### src/rtl/plni_pkg.sv
// Shared constants and types of the periodic lattice neighbour index unit.
package plni_pkg;

	localparam int AXES = 4;
	localparam int SITE_W = 24;
	localparam int COORD_W = 6;
	localparam int SHIFT_W = 8;
	localparam int EXT_W = 7;
	localparam int IN_DATA_W = 80;
	localparam int OUT_DATA_W = 48;
	// Request kind, coordinates and shifts as they ride beside the index dividers.
	localparam int SIDE_W = 1 + AXES * (COORD_W + SHIFT_W);
	localparam int DIV_STAGES = 3;
	localparam int PIPE_STAGES = 19;
	localparam logic [EXT_W-1:0] EXT_RESET = 7'd16;

	typedef enum logic [1:0] {
		REG_EXTENT_X = 2'd0,
		REG_EXTENT_Y = 2'd1,
		REG_EXTENT_Z = 2'd2,
		REG_EXTENT_T = 2'd3
	} reg_idx_t;

endpackage

### src/rtl/plni_div.sv
// Three-stage divider by a small run-time divisor, using a reciprocal table.
module plni_div #(
	parameter int NW = 24,
	parameter int DW = 7,
	parameter int RW = 6,
	parameter int PW = 1
) (
	input  logic                            clk,
	input  logic [plni_pkg::DIV_STAGES-1:0] en,
	input  logic [NW-1:0]                   num,
	input  logic [DW-1:0]                   den,
	input  logic [PW-1:0]                   side_in,
	output logic [NW-1:0]                   quot,
	output logic [RW-1:0]                   rem,
	output logic [PW-1:0]                   side_out
);

	localparam int TD = 2 ** DW;

	logic [NW:0]       recip_tab [TD];
	logic [2*NW:0]     prod_s1;
	logic [NW-1:0]     num_s1;
	logic [PW-1:0]     side_s1;
	logic [NW-1:0]     q_est;
	logic [NW+DW-1:0]  qd_full;
	logic [NW-1:0]     q_s2;
	logic [NW-1:0]     qd_s2;
	logic [NW-1:0]     num_s2;
	logic [PW-1:0]     side_s2;
	logic [NW-1:0]     diff;
	logic [NW-1:0]     diff_red;
	logic              big;
	logic [NW-1:0]     q_s3;
	logic [RW-1:0]     r_s3;
	logic [PW-1:0]     side_s3;

	// Reciprocal floor(2^NW / d); the estimate it gives is never more than one low.
	for (genvar g = 0; g < TD; g++) begin : g_rc
		localparam logic [NW:0] RC = (NW+1)'((64'd1 << NW) / ((g == 0) ? 1 : g));
		assign recip_tab[g] = (g == 0) ? '0 : RC;
	end

	always_ff @(posedge clk) begin
		if (en[0]) begin
			prod_s1 <= (2*NW+1)'(num) * (2*NW+1)'(recip_tab[den]);
			num_s1  <= num;
			side_s1 <= side_in;
		end
	end

	assign q_est   = prod_s1[2*NW-1:NW];
	assign qd_full = (NW+DW)'(q_est) * (NW+DW)'(den);

	always_ff @(posedge clk) begin
		if (en[1]) begin
			q_s2    <= q_est;
			qd_s2   <= qd_full[NW-1:0];
			num_s2  <= num_s1;
			side_s2 <= side_s1;
		end
	end

	assign diff     = num_s2 - qd_s2;
	assign big      = diff >= NW'(den);
	assign diff_red = diff - NW'(den);

	always_ff @(posedge clk) begin
		if (en[2]) begin
			q_s3    <= big ? q_s2 + NW'(1) : q_s2;
			r_s3    <= big ? diff_red[RW-1:0] : diff[RW-1:0];
			side_s3 <= side_s2;
		end
	end

	assign quot     = q_s3;
	assign rem      = r_s3;
	assign side_out = side_s3;

endmodule

### config.mk
export PLATFORM = sky130hd
export DESIGN_NAME = plni_div
export DESIGN_NICKNAME = d
export VERILOG_FILES = /design/src/rtl/plni_pkg.sv /design/src/rtl/plni_div.sv
export SDC_FILE = /design/constraint.sdc
export NUM_CORES = 2
export LEC_CHECK = 0
export BUFFER_PORTS_ARGS = -buffer_cell sky130_fd_sc_hd__buf_4
export CORE_MARGIN = 2
export CORE_UTILIZATION = 60
export CTS_CLUSTER_SIZE = 20
export DETAILED_ROUTE_END_ITERATION = 16
export PLACE_DENSITY = 0.74
export RECOVER_POWER = 50
export SLEW_MARGIN = 20
export SYNTH_ARGS = -nofsm -noshare
export SYNTH_HDL_FRONTEND = slang
export SYNTH_SLANG_ARGS = --single-unit
### constraint.sdc
create_clock -name clk -period 12.05 [get_ports clk]
set_input_delay 2.41 -clock clk [delete_from_list [all_inputs] [get_ports clk]]
set_output_delay 2.41 -clock clk [all_outputs]
set_load 0.05 [all_outputs]
==> summary.md <==
| Metric | Value |
|---|---|
| DRT antenna net count | 0 |
| Slowest cell on the critical path | a2111oi_0 |
| Hold WC Path Type | reg -> reg |
| Initial antenna violation count | 1 |
| Port bufs | 66 |
| Drt initial violations | between 2000 and 2500 |
| Tcrit/Tclk final | around 95% |
| Clock Latency Late Sink | 0.45 ns |
| CP top delay family | adder cells |
| Resized cells post-CTS | 0 |
| FILL cells | about 4500 |
| Startpoint types | primary input |
| CTS sink count | about 150 |
| CTS max path bufs | 2 |
| Slew at the pin closest to its max-slew limit | 3.93 ns |
| Site row count | 85 |
| Most area-hungry cell type in the Yosys netlist | fa_1 |
| Via Count | 25300 |
| Top FF cell, synth | edfxtp_1 |
| TritonCTS Buffers | 17 |
| Synth top area share | between 30% and 40% |
| Cells after synthesis | about 3600 |
| Layout Nets | approximately 4400 |
| Largest cells by area after synthesis | fa_1 (37%), edfxtp_1 (14%), ha_1 (9.6%) |
| Share of cells above drive strength 1 | 6.50% |
| Vias per inst | between 5 and 6 |
| Crit-path max cell delay | between 0.6 and 0.7 ns |
| Syn avg cell area | 9.07 µm² |
| Setup TNS | 0 ns |
| Post-synthesis register bit count | between 150 and 200 |
| Layout Skew | ~0.015 ns |
| Post-synth EDFFs | roughly 150 |
| RSZ-0062 raised after global routing | no |
| 1st-pass router iterations | 6 |
| WS Path Type | in -> reg |
| Hold buffers post-CTS | 0 |
| Vias in the first global route | 26700 |
| Post-synth cell types | slightly below 90 |
| Register area | 0.00459 mm² |
| Failing checks | capacitance limit, slew limit |
| Synth Warn # | 0 |
| # diodes | 0 |
| Fin crit period | roughly 11 ns |
| First-pass GRT wire length | 146000 µm |
| Detail Placement HPWL | 70000 µm |
| Starting Density | between 60% and 70% |
| Sequential fraction of the synthesis area | ~14% |
| Rel. slew slack | -162% |
| Most common cell in the synthesized netlist | inv_1 |
| Cell Area, Synth | 0.0323 mm² |
| Avg WL per Cell | approximately 21 µm |
| Die Ht | about 240 µm |
| CTS clk-pin slew, worst paths | approximately 0.070 ns |
| CTS tree | yes |
| Max Slew Vio Count | 695 |
| F_max | around 0.087 GHz |
| Fin. Hold Viols | 0 |
| Die Wd | approximately 240 µm |
| Synthesized Nets | ~4400 |
| Die ar. | roughly 0.056 mm² |
| Final WL | 90500 µm |
| Crit-path max FO | 6 |
| Most common cell on crit path | fa_1 |
| Status | complete, but fails checks |
| Htree depth | 4 |
| I/O pin cnt | 67 |
| Synth top cells by count | inv_1 (699), nand2_1 (604), fa_1 (596) |
| GP Congestion | 1.04 |
| Grt ovf | 0 |
| Largest net degree at the start of global routing | 74 |
| Async SR Flop Fraction | 0% |
| Area delta synth->final | 6.19% |
| Final count of negative-setup-slack endpoints | 0 |
| Core area | ~0.054 mm² |
| Required @ worst endpoint | roughly 12 ns |
| Crit. End Element | register |
| Footprint of the multi-input gates | 0.0244 mm² |
| Postcts setup bufs | 0 |
| Gr usage total | 33.8% |
| CP Data Arrival Time | 11.65 ns |
| Residual DRC count | 0 |
| Number of max-cap violations | 24 |
| Root Buffer | clkbuf_16 |
| CP bufs+invs | 9 |
==> cell usage in the layout (no fill, tap or decap), drive strengths merged, types with 23 or more instances in the layout <==
cell type / n
nand2b: 26
nand3: 53
nand2: 604
nor3: 26
inv: 707
fa: 596
xor2: 32
a21o: 36
ha: 247
nor2: 83
xnor2: 65
o21ai: 101
and2: 241
o211ai: 23
clkbuf: 45
buf: 138
a31oi: 27
edfxtp: 153
a21oi: 110
==> cell type report <==
| class | count | share of cell area, % |
|---|---|---|
| multi-input cells | 2518 | 71.1 |
| flip-flops and latches | 153 | 13.4 |
| inverters | 700 | 7.65 |
| repair buffers | 166 | 3.59 |
| well taps | 696 | 2.54 |
| clock buffers | 17 | 1.24 |
| clock inverters | 15 | 0.459 |
==> worst reg2reg max path, delay by kind of cell, from the launching register on <==
family                     cells  cell delay [ns]
adders and majority gates      5             2.22
and+or+nand+nor                1             0.27
DFF                            1             0.58
xor gates and xnor gates       1             0.14
buffers and inverters          2             0.09
AOI/OAI and AO/OA              8             1.78
==> state kept, by name (all words and copies together), names as in the netlist <==
name,cells
num_s1,24
num_s2,24
prod_s1,24
q_s2,24
qd_s2,24
quot,24
rem,6
side_out,1
side_s1,1
side_s2,1
==> metal layers <==
| metal | track usage, % | part of all wire, % | vias to the layer above |
|---|---|---|---|
| li1 | - | - | 11100 |
| met1 | 45.4 | 40 | 12800 |
| met2 | 56.1 | 48 | 1167 |
| met3 | 4.75 | 8.0 | 250 |
| met4 | 13.2 | 4.1 | 0 |
| met5 | 0 | 0 | - |
==> per-stage QoR <==
step                hold WS (ns)  instances  cell area (µm²)  setup WS (ns)  util, %
floorplan                  0.400       3567            32300          0.913        -
global placement           0.402       4233            33900          0.224     63.2
detailed placement         0.405       4233            33900          0.256     63.2
CTS                        0.414       4265            34400          0.717     64.3
global route               0.416       4265            34300         0.0786     64.1
finish                     0.417       4265            34300          0.585     64.1
==> path summary, 6_finish.rpt <==
path                                end  slack, ns  cells after the start                  start
setup / recovery  prod_s1[38]$_DFFE_PP_       0.59                     37                 den[0]
hold / removal     num_s2[13]$_DFFE_PP_       0.42                      0   num_s1[13]$_DFFE_PP_
setup reg to reg    qd_s2[23]$_DFFE_PP_       6.69                     17  prod_s1[29]$_DFFE_PP_
hold reg to reg    num_s2[13]$_DFFE_PP_       0.42                      0   num_s1[13]$_DFFE_PP_
==> logic make-up after synthesis <==
family          synth area share [%]
fa+ha+maj                       46.4
simple gates                    16.6
mux                            0.692
xor+xnor                        2.63
buf+inv                         10.5
compound gates                  8.94
flops                           14.2
Power is not shown: default switching activity piles up to over one toggle a cycle in this logic, so the estimate is an artifact.
